==> config.mk <==
export PLATFORM = sky130hd
export DESIGN_NAME = bounded_positional_list_top
export DESIGN_NICKNAME = d
export VERILOG_FILES = /design/src/hdl/blp_pkg.sv /design/src/hdl/bounded_positional_list_top.sv /design/src/hdl/blp_mem.sv /design/src/hdl/blp_ctrl.sv
export SDC_FILE = /design/constraint.sdc
export NUM_CORES = 2
export LEC_CHECK = 0
export BUFFER_PORTS_ARGS = -buffer_cell sky130_fd_sc_hd__buf_2
export CAP_MARGIN = 0
export CELL_PAD_IN_SITES_DETAIL_PLACEMENT = 1
export CELL_PAD_IN_SITES_GLOBAL_PLACEMENT = 2
export CORE_AREA = 10 10 398 400
export CTS_BUF_LIST = sky130_fd_sc_hd__clkbuf_8
export DETAILED_ROUTE_END_ITERATION = 16
export DIE_AREA = 0 0 408 410
export PLACE_DENSITY_LB_ADDON = 0.1
export SYNTH_ARGS = -nofsm -noshare
export SYNTH_HDL_FRONTEND = slang
export SYNTH_HIERARCHICAL = 1
export SYNTH_SLANG_ARGS = --single-unit
==> constraint.sdc <==
create_clock -name clk -period 12.16 [get_ports clk]
set_input_delay 2.432 -clock clk [delete_from_list [all_inputs] [get_ports clk]]
set_output_delay 2.432 -clock clk [all_outputs]
set_load 0.1 [all_outputs]
==> src/hdl/blp_pkg.sv <==
// Shared types and constants for the bounded positional list.
// No dependencies; imported by every module of the block.
package blp_pkg;

  localparam int CAPACITY = 64;
  localparam int DATA_W   = 32;
  localparam int IDX_W    = $clog2(CAPACITY);
  localparam int CNT_W    = $clog2(CAPACITY + 1);
  localparam int MODE_W   = 3;
  localparam int POS_W    = 7;
  localparam int LEN_W    = 7;

  localparam logic [CNT_W-1:0] CAP_CNT = CNT_W'(CAPACITY);

  typedef enum logic [MODE_W-1:0] {
    MODE_PUSH_TAIL  = 3'd0,
    MODE_POP_TAIL   = 3'd1,
    MODE_PUSH_FRONT = 3'd2,
    MODE_POP_FRONT  = 3'd3,
    MODE_INSERT_AT  = 3'd4,
    MODE_ERASE_AT   = 3'd5
  } mode_e;

  typedef enum logic [1:0] {
    STAT_OK    = 2'd0,
    STAT_EMPTY = 2'd1,
    STAT_RANGE = 2'd2,
    STAT_FULL  = 2'd3
  } status_e;

  typedef enum logic [3:0] {
    S_IDLE,
    S_INS_RD,
    S_INS_WR,
    S_INS_PUT,
    S_DEL_RD0,
    S_DEL_TAKE,
    S_DEL_RD,
    S_DEL_WR,
    S_DONE
  } state_t;

  typedef struct packed {
    logic [MODE_W-1:0] mode;
    logic [POS_W-1:0]  position;
    logic [DATA_W-1:0] item_value;
  } in_item_t;

  typedef struct packed {
    logic [DATA_W-1:0] removed_value;
    logic [LEN_W-1:0]  length_after;
    status_e           status;
  } out_item_t;

  typedef struct packed {
    logic              rd_en;
    logic [IDX_W-1:0]  rd_addr;
    logic              wr_en;
    logic [IDX_W-1:0]  wr_addr;
    logic [DATA_W-1:0] wr_data;
  } mem_req_t;

endpackage

==> src/hdl/bounded_positional_list_top.sv <==
// Bounded positional list: an ordered list of up to CAPACITY entries with
// push/pop at either end and insert/erase at a position. One request is
// worked at a time; after acceptance a push or insert shifts entries toward
// the back and a pop or erase moves entries toward the front, while a rejected
// or unused-mode request goes straight to its result. Each moved entry costs
// one read and one write of the single entry memory, whose read data is
// registered. The result sits in an output register, so the next request is
// accepted while the previous result waits.
// Depends on blp_pkg, blp_ctrl and blp_mem.
module bounded_positional_list_top (
  input  logic               clk,
  input  logic               rst_n,
  input  logic               in_valid,
  output logic               in_ready,
  input  blp_pkg::in_item_t  in_item,
  output logic               out_valid,
  input  logic               out_ready,
  output blp_pkg::out_item_t out_item
);
  import blp_pkg::*;

  mem_req_t          mem_req;
  logic [DATA_W-1:0] mem_rdata;
  logic              res_valid;
  logic              res_ready;
  out_item_t         res_item;
  logic              out_valid_r;
  out_item_t         out_item_r;

  blp_ctrl u_ctrl (
    .clk       (clk),
    .rst_n     (rst_n),
    .in_valid  (in_valid),
    .in_item   (in_item),
    .in_ready  (in_ready),
    .res_valid (res_valid),
    .res_ready (res_ready),
    .res_item  (res_item),
    .mem_req   (mem_req),
    .mem_rdata (mem_rdata)
  );

  blp_mem u_mem (
    .clk       (clk),
    .mem_req   (mem_req),
    .mem_rdata (mem_rdata)
  );

  assign res_ready = !out_valid_r || out_ready;

  always_ff @(posedge clk) begin
    if (!rst_n) begin
      out_valid_r <= 1'b0;
    end else if (res_valid && res_ready) begin
      out_valid_r <= 1'b1;
    end else if (out_ready) begin
      out_valid_r <= 1'b0;
    end
  end

  always_ff @(posedge clk) begin
    if (res_valid && res_ready) begin
      out_item_r <= res_item;
    end
  end

  assign out_valid = out_valid_r;
  assign out_item  = out_item_r;

endmodule

==> src/hdl/blp_mem.sv <==
// Entry storage: one write port, one read port with registered read data.
// Depends on blp_pkg.
module blp_mem (
  input  logic                      clk,
  input  blp_pkg::mem_req_t         mem_req,
  output logic [blp_pkg::DATA_W-1:0] mem_rdata
);
  import blp_pkg::*;

  logic [DATA_W-1:0] mem [CAPACITY];

  always_ff @(posedge clk) begin
    if (mem_req.wr_en) begin
      mem[mem_req.wr_addr] <= mem_req.wr_data;
    end
  end

  always_ff @(posedge clk) begin
    if (mem_req.rd_en) begin
      mem_rdata <= mem[mem_req.rd_addr];
    end
  end

endmodule

==> src/hdl/blp_ctrl.sv <==
// Request decode, entry count and the shifting sequencer around one pointer adder.
// Depends on blp_pkg; drives blp_mem through a mem_req_t.
module blp_ctrl (
  input  logic                       clk,
  input  logic                       rst_n,
  input  logic                       in_valid,
  input  blp_pkg::in_item_t          in_item,
  output logic                       in_ready,
  output logic                       res_valid,
  input  logic                       res_ready,
  output blp_pkg::out_item_t         res_item,
  output blp_pkg::mem_req_t          mem_req,
  input  logic [blp_pkg::DATA_W-1:0] mem_rdata
);
  import blp_pkg::*;

  state_t            state_r, state_nxt;
  logic [CNT_W-1:0]  count_r, count_nxt;
  logic [IDX_W-1:0]  ptr_r, ptr_nxt;
  logic [IDX_W-1:0]  pos_r, pos_nxt;
  logic [DATA_W-1:0] val_r, val_nxt;
  logic [DATA_W-1:0] removed_r, removed_nxt;
  status_e           stat_r, stat_nxt;
  logic              is_ins_r, is_ins_nxt;

  logic              full, empty;
  logic [CNT_W-1:0]  pos_c, clamp_c, last_c;
  logic              dec_reject, dec_ins;
  logic [IDX_W-1:0]  dec_pos;
  status_e           dec_stat;
  logic [CNT_W-1:0]  step_sum;
  logic              del_end;

  // request decode, against the current count
  always_comb begin
    full       = (count_r == CAP_CNT);
    empty      = (count_r == '0);
    pos_c      = CNT_W'(in_item.position);
    clamp_c    = (pos_c > count_r) ? count_r : pos_c;
    last_c     = count_r - CNT_W'(1);
    dec_reject = 1'b1;
    dec_ins    = 1'b0;
    dec_pos    = '0;
    dec_stat   = STAT_OK;
    unique case (in_item.mode)
      MODE_PUSH_TAIL, MODE_PUSH_FRONT, MODE_INSERT_AT: begin
        dec_ins = 1'b1;
        if (full) begin
          dec_stat = STAT_FULL;
        end else begin
          dec_reject = 1'b0;
          if (in_item.mode == MODE_PUSH_TAIL) begin
            dec_pos = count_r[IDX_W-1:0];
          end else if (in_item.mode == MODE_PUSH_FRONT) begin
            dec_pos = '0;
          end else begin
            dec_pos = clamp_c[IDX_W-1:0];
          end
        end
      end
      MODE_POP_TAIL, MODE_POP_FRONT: begin
        if (empty) begin
          dec_stat = STAT_EMPTY;
        end else begin
          dec_reject = 1'b0;
          dec_pos    = (in_item.mode == MODE_POP_TAIL) ? last_c[IDX_W-1:0] : '0;
        end
      end
      MODE_ERASE_AT: begin
        if (empty) begin
          dec_stat = STAT_EMPTY;
        end else if (pos_c >= count_r) begin
          dec_stat = STAT_RANGE;
        end else begin
          dec_reject = 1'b0;
          dec_pos    = pos_c[IDX_W-1:0];
        end
      end
      default: begin
        dec_stat = STAT_OK;
      end
    endcase
  end

  // shared pointer adder: down for insert, up for erase
  assign step_sum = CNT_W'(ptr_r) + (is_ins_r ? {CNT_W{1'b1}} : CNT_W'(1));
  assign del_end  = (step_sum >= count_r);

  // next state
  always_comb begin
    state_nxt = state_r;
    unique case (state_r)
      S_IDLE: begin
        if (in_valid) begin
          if (dec_reject) state_nxt = S_DONE;
          else if (dec_ins) state_nxt = S_INS_RD;
          else state_nxt = S_DEL_RD0;
        end
      end
      S_INS_RD:   state_nxt = (ptr_r == pos_r) ? S_INS_PUT : S_INS_WR;
      S_INS_WR:   state_nxt = S_INS_RD;
      S_INS_PUT:  state_nxt = S_DONE;
      S_DEL_RD0:  state_nxt = S_DEL_TAKE;
      S_DEL_TAKE: state_nxt = S_DEL_RD;
      S_DEL_RD:   state_nxt = del_end ? S_DONE : S_DEL_WR;
      S_DEL_WR:   state_nxt = S_DEL_RD;
      S_DONE:     state_nxt = res_ready ? S_IDLE : S_DONE;
      default:    state_nxt = S_IDLE;
    endcase
  end

  // outputs and datapath
  always_comb begin
    count_nxt   = count_r;
    ptr_nxt     = ptr_r;
    pos_nxt     = pos_r;
    val_nxt     = val_r;
    removed_nxt = removed_r;
    stat_nxt    = stat_r;
    is_ins_nxt  = is_ins_r;
    mem_req     = '0;
    unique case (state_r)
      S_IDLE: begin
        if (in_valid) begin
          ptr_nxt     = dec_ins ? count_r[IDX_W-1:0] : dec_pos;
          pos_nxt     = dec_pos;
          val_nxt     = in_item.item_value;
          removed_nxt = '0;
          stat_nxt    = dec_stat;
          is_ins_nxt  = dec_ins;
        end
      end
      S_INS_RD: begin
        if (ptr_r != pos_r) begin
          mem_req.rd_en   = 1'b1;
          mem_req.rd_addr = step_sum[IDX_W-1:0];
        end
      end
      S_INS_WR, S_DEL_WR: begin
        mem_req.wr_en   = 1'b1;
        mem_req.wr_addr = ptr_r;
        mem_req.wr_data = mem_rdata;
        ptr_nxt         = step_sum[IDX_W-1:0];
      end
      S_INS_PUT: begin
        mem_req.wr_en   = 1'b1;
        mem_req.wr_addr = pos_r;
        mem_req.wr_data = val_r;
        count_nxt       = count_r + CNT_W'(1);
      end
      S_DEL_RD0: begin
        mem_req.rd_en   = 1'b1;
        mem_req.rd_addr = pos_r;
      end
      S_DEL_TAKE: begin
        removed_nxt = mem_rdata;
      end
      S_DEL_RD: begin
        if (del_end) begin
          count_nxt = count_r - CNT_W'(1);
        end else begin
          mem_req.rd_en   = 1'b1;
          mem_req.rd_addr = step_sum[IDX_W-1:0];
        end
      end
      S_DONE: begin
      end
      default: begin
      end
    endcase
  end

  assign in_ready  = (state_r == S_IDLE);
  assign res_valid = (state_r == S_DONE);
  assign res_item  = '{removed_value: removed_r,
                       length_after:  LEN_W'(count_r),
                       status:        stat_r};

  always_ff @(posedge clk) begin
    if (!rst_n) begin
      state_r <= S_IDLE;
      count_r <= '0;
    end else begin
      state_r <= state_nxt;
      count_r <= count_nxt;
    end
  end

  always_ff @(posedge clk) begin
    ptr_r     <= ptr_nxt;
    pos_r     <= pos_nxt;
    val_r     <= val_nxt;
    removed_r <= removed_nxt;
    stat_r    <= stat_nxt;
    is_ins_r  <= is_ins_nxt;
  end

  a_count_bound: assert property (@(posedge clk) disable iff (!rst_n)
    count_r <= CAP_CNT)
    else $error("entry count above capacity");

  a_no_write_idle: assert property (@(posedge clk) disable iff (!rst_n)
    mem_req.wr_en |-> (state_r != S_IDLE && state_r != S_DONE))
    else $error("memory write outside a shift sequence");

  a_put_not_full: assert property (@(posedge clk) disable iff (!rst_n)
    (state_r == S_INS_PUT) |-> (count_r < CAP_CNT))
    else $error("insert into full list");

  a_done_holds: assert property (@(posedge clk) disable iff (!rst_n)
    (state_r == S_DONE && !res_ready) |=> (state_r == S_DONE))
    else $error("result dropped while stalled");

  a_count_stable_idle: assert property (@(posedge clk) disable iff (!rst_n)
    ($past(state_r) == S_IDLE && state_r != S_INS_PUT && state_r != S_DEL_RD)
      |=> $stable(count_r))
    else $error("count changed outside commit state");

endmodule
Word level (Yosys, flattened, before mapping). Memories as Yosys holds them, arrays and structs flattened. A register that Yosys moved wholly into a read port is not among the register bits. Cells that the tools add are included.

$lt $le $gt $ge: 3. Reductions and logical operators: 18. Add/sub/neg operators: 3. Equality and inequality tests: 18. Muxes and demuxes: 43.

Operators with widths (count): 39-bit one-hot mux with 2 select lines (1); 32-bit one-hot mux with 2 select lines (1); 6-bit two-way mux (10); 32-bit two-way mux (1); 4-bit one-hot mux with 8 select lines (1); 7-bit two-way mux (4); 7-bit one-hot mux with 3 select lines (1); 6-bit one-hot mux with 3 select lines (1); 4-bit by 3-bit equality test with 1-bit output (second input constant) (4); 4-bit two-way mux (4); 7-bit greater-or-equal comparator (2); 7-bit one-hot mux with 2 select lines (1); 6-bit one-hot mux with 2 select lines (1); 1-bit two-way mux (11); 4-bit by 2-bit equality test with 1-bit output (second input constant) (2); 2-bit AND reduction (4); 2-bit nonzero test (4); 6-bit by 7-bit adder with 7-bit output (1); 7-bit by 1-bit adder with 7-bit output (second input constant) (1); 7-bit equality test (second input constant) (1); 7-bit > comparator (1); 7-bit logical NOT (1); 7-bit by 1-bit subtractor with 7-bit output (second input constant) (1); 3-bit by 2-bit equality test with 1-bit output (second input constant) (2); other kinds (19) (24).

Memories: 1. Memory bits (writable): 2048. Bits of input ports: 46. Logic and storage cells: 98. Flip-flop bits (word level): 132. Output and inout port bits: 43.

Memory list: u_mem.mem (words 64, width 32, rd ports 1, clocked after Yosys merged registers in 1, wr ports 1, RTL line blp_mem.sv:10) `logic [DATA_W-1:0] mem [CAPACITY];`.

Logic depth before layout (Yosys ltp).
Depth in word-level cells: 9. Gate-level depth with buffers: 23. Depth with buffers taken out: 18.

Cells and area by module. Netlist, hierarchy kept.

Modules (own cells, without submodules): blp_mem (seq. area each 62459.9 um^2, cells an instance 3324, area each 78835.6 um^2, times used 1); blp_ctrl (seq. area each 2592.5 um^2, cells an instance 461, area each 5167.5 um^2, times used 1); bounded_positional_list_top (seq. area each 1251.2 um^2, cells an instance 46, area each 1288.7 um^2, times used 1).

Worst setup path after synthesis. Ideal clock, no wire load.

Path type: register -> output. Start: register u_ctrl.state_r[0]. End: output port in_ready. Cell stages (with the launch flop): 3. Required time: 9.728 ns. Arrival time: 3.523 ns. Path buffers: 1. Slack: 6.205 ns. Path through: dfxtp_1 > clkbuf_1 > nor4_1.

Word-level cells in the longest chain between the ends: 1.

RTL lines: start, declared (RTL line blp_ctrl.sv:17) `state_t state_r, state_nxt;`; start signal, assigned (RTL line blp_ctrl.sv:184) `state_r <= state_nxt;`; 4-bit logical NOT (RTL line blp_ctrl.sv:173) `assign in_ready = (state_r == S_IDLE);`; end, declared (RTL line bounded_positional_list_top.sv:14) `output logic in_ready,`.

No other way between the ends.

==> flow_metrics.tcl <==
set metrics [dict create \
    routed_wl_um 240000 \
    drv_slew 0 \
    fillers 12200 \
    dr_wl_met3_um 23000 \
    dr.pass1.iters 5 \
    ctsHtreeMaxLevel 5 \
    overflow 0 \
    fmax_mhz 118 \
    core-area_mm2 0.151 \
    yosys_warnings 6 \
    syn_area_per_cell_um2 22.3 \
    areaGrowthSynthToFinish_pct 11.3 \
    synth_area_mm2 0.0853 \
    cts_root_buf "clkbuf_8" \
    drtIter0Drc 5717 \
    synth.distinct_cells 77 \
    cts-resized-gates 0 \
    antenna_found_initial 14 \
    grt_pass1_wl_um 341000 \
    min_from "u_ctrl/removed_r[7]$_SDFFCE_PN0P_" \
    gp_congestion 0.808 \
    ir_drop_mv 0.117 \
    cp.arrival_ns 9.19 \
    grt_pass1_vias 45200 \
    drv_cap 0 \
    hold_slack_ns 0.386 \
    hold_buffers 0 \
    vias 43500 \
    tightestPinTransition_ns 1.34 \
    io_pins 89 \
    worstSetupStartpoint "u_ctrl/ptr_r[0]$_DFFE_PP_" \
    rows 143 \
    io_buffers 88 \
    clkTransAtPathRegs_ns 0.06 \
    async_reset_ff_frac 0 \
    regToRegStartpoint "u_ctrl/ptr_r[0]$_DFFE_PP_" \
    dieArea_mm2 0.167 \
    die_x_um 408 \
    cts_tree "done" \
    wl_met1_um 93900 \
    drc 0 \
    insertion_delay_ns 1.00 \
    postRouteAntennaNets 0 \
    worstSetupStartpointType "register" \
    setup_violations 0 \
    end_kind "register" \
    cp.required_ns 12.84 \
    initial_core_util 0.565 \
    cts_made_buffers 363 \
    rsz0062_at_grt "no" \
    yosysTopAreaCellShare 0.775 \
    synth_cells 3831 \
    grtUsageTotal 0.286 \
    cts_max_path_buffers 4 \
    path_class "register to register" \
    wl_met2_um 115000 \
    p_leak_nw 29.1 \
    grt_max_degree 103 \
    fin_crit_ns 8.51 \
    synth.most_common_cell "edfxtp_1" \
    die_h_um 410 \
    dr.max_layer_used "met4" \
    viasPerCell 6.73 \
    layout-drive-gt1-share 0.289 \
    cp_max_fo 65 \
    hold_path.class "register to register" \
    cts_sinks 2212 \
    fin_setup_tns_ns 0 \
    finalCritPeriodShare 0.699 \
    synth_common_cells "edfxtp_1 (2,200), mux4_2 (544), nor2_1 (157)" \
    yosysSeqAreaShare 0.777 \
    dp_hpwl_um 128000 \
    ys.flop_type "edfxtp_1" \
    wl_per_cell_um 37.2 \
    max_slew_margin 0.107 \
    fin_nets 4248 \
    status "complete, no violations" \
    hold_viol 0 \
    powerDensity_mw_per_mm2 164 \
    skew_ns 0.0688 \
    synth-edff-count 2200 \
    synthesis.nets 3899 \
    yosysTopAreaCell "edfxtp_1" \
    cts_setup_buffers 0 \
    synth.area.top_cells "edfxtp_1 (77%), mux4_2 (14%), mux2i_1 (1.1%)" \
    ys_ff_latch 2212 \
]
metal layers:
metal	vias to the layer above	track usage
li1	17000	-
met5	-	0
met2	2486	0.450
met1	23600	0.409
met4	0	0.0940
met3	465	0.0555
final cells by class:
type | count | area, um2 | share of cell area
inverter | 19 | 71.3 | 0.000751
clock buffer | 369 | 5080 | 0.0535
timing repair buffer | 195 | 1360 | 0.0143
multi-input combinational | 1389 | 18400 | 0.194
clock inverter | 245 | 1110 | 0.0117
tap | 2030 | 2540 | 0.0268
sequential | 2212 | 66300 | 0.699
antenna | 6 | 15.0 | 0.000158
through the flow:
| step | power [W] | area, um2 | worst slack [ns] | utilization | instances |
|---|---|---|---|---|---|
| finish | 0.0156 | 94900 | 3.65 | 0.629 | 6465 |
| global route | 0.0161 | 94900 | 3.20 | 0.629 | 6460 |
| CTS | 0.0157 | 94900 | 3.81 | 0.629 | 6459 |
| detailed placement | 0.00999 | 88700 | 3.85 | 0.588 | 5845 |
| global placement | 0.00995 | 88700 | 4.00 | 0.588 | 5845 |
| floorplan | 0.00951 | 85300 | 6.21 | - | 3831 |
power breakdown:
part / internal [W] / total, W / leakage, nW / switching, W
Sequential: 0.00845 / 0.00852 / 20.0 / 0.0000621
Combinational: 0.000451 / 0.00133 / 5.52 / 0.000875
Clock: 0.00290 / 0.00574 / 3.64 / 0.00284
Total: 0.0118 / 0.0156 / 29.1 / 0.00378
sequential cells by signal, indices dropped and copies added, names as in the netlist:
| register | count |
|---|---|
| u_mem/mem | 2048 |
| u_ctrl/count_r | 7 |
| out_item | 41 |
| out_valid | 1 |
| u_ctrl/ptr_r | 6 |
| u_ctrl/stat_r | 2 |
| u_ctrl/state_r | 4 |
| u_ctrl/pos_r | 6 |
| u_ctrl/is_ins_r | 1 |
| u_ctrl/removed_r | 32 |
| u_ctrl/val_r | 32 |
| u_mem/mem_rdata | 32 |
layout by cell type, fill, tap and decap left out, types with 7 or more instances in the layout:
cell type / instances
a21oi_1: 77
a22o_2: 36
a22oi_1: 16
a311oi_1: 8
and2_1: 36
buf_12: 9
buf_2: 88
buf_4: 98
clkbuf_8: 369
clkinv_1: 80
clkinv_2: 24
dfxtp_1: 12
edfxtp_1: 2200
ha_1: 21
inv_1: 148
mux2i_1: 96
mux4_2: 544
nand2_1: 55
nand2b_1: 12
nand3_1: 20
nand4_1: 7
nor2_1: 95
nor2_4: 62
nor2b_1: 20
nor3_1: 13
nor3b_1: 7
o211ai_1: 7
o21ai_0: 12
o221ai_1: 29
o22ai_1: 86
cells by family (layout without fill, tap and decap cells):
| logic type | count (synthesis) | count (layout) | synth area share |
|---|---|---|---|
| adder cells (fa/ha/maj) | 22 | 22 | 0.00332 |
| multiplexers | 641 | 641 | 0.155 |
| other | 0 | 6 | 0 |
| XOR/XNOR | 11 | 11 | 0.00113 |
| AND/OR/NAND/NOR | 380 | 380 | 0.0222 |
| buffers and inverters | 230 | 828 | 0.0133 |
| AO/OA/AOI/OAI | 335 | 335 | 0.0277 |
| flip-flops | 2212 | 2212 | 0.777 |
critical path: stages (launching register included):
cell      delay (ns)
edfxtp_1        0.54
inv_1           0.14
fa_1            0.50
nor2b_1         0.15
o21ai_0         0.11
a21boi_0        0.36
nor2_1          0.07
o311ai_0        0.38
ha_1            0.33
and2_1          0.21
a221o_1         0.34
a41oi_2         0.46
a22oi_1         0.47
o21ai_4         0.74
buf_12          0.41
buf_4           0.82
mux4_2          0.42
mux4_2          0.49
o22ai_1         0.99
nor2_1          0.12
final timing paths:
path                            cells after the start                            to  slack [ns]
worst min-delay path                                0        out_item[16]$_DFFE_PP_        0.39
worst max register to register                     19  u_mem/mem_rdata[2]$_DFFE_PP_        3.65
worst min register to register                      0        out_item[16]$_DFFE_PP_        0.39
worst max-delay path                               19  u_mem/mem_rdata[2]$_DFFE_PP_        3.65
Note: power is estimated with default switching activity, not from simulation.
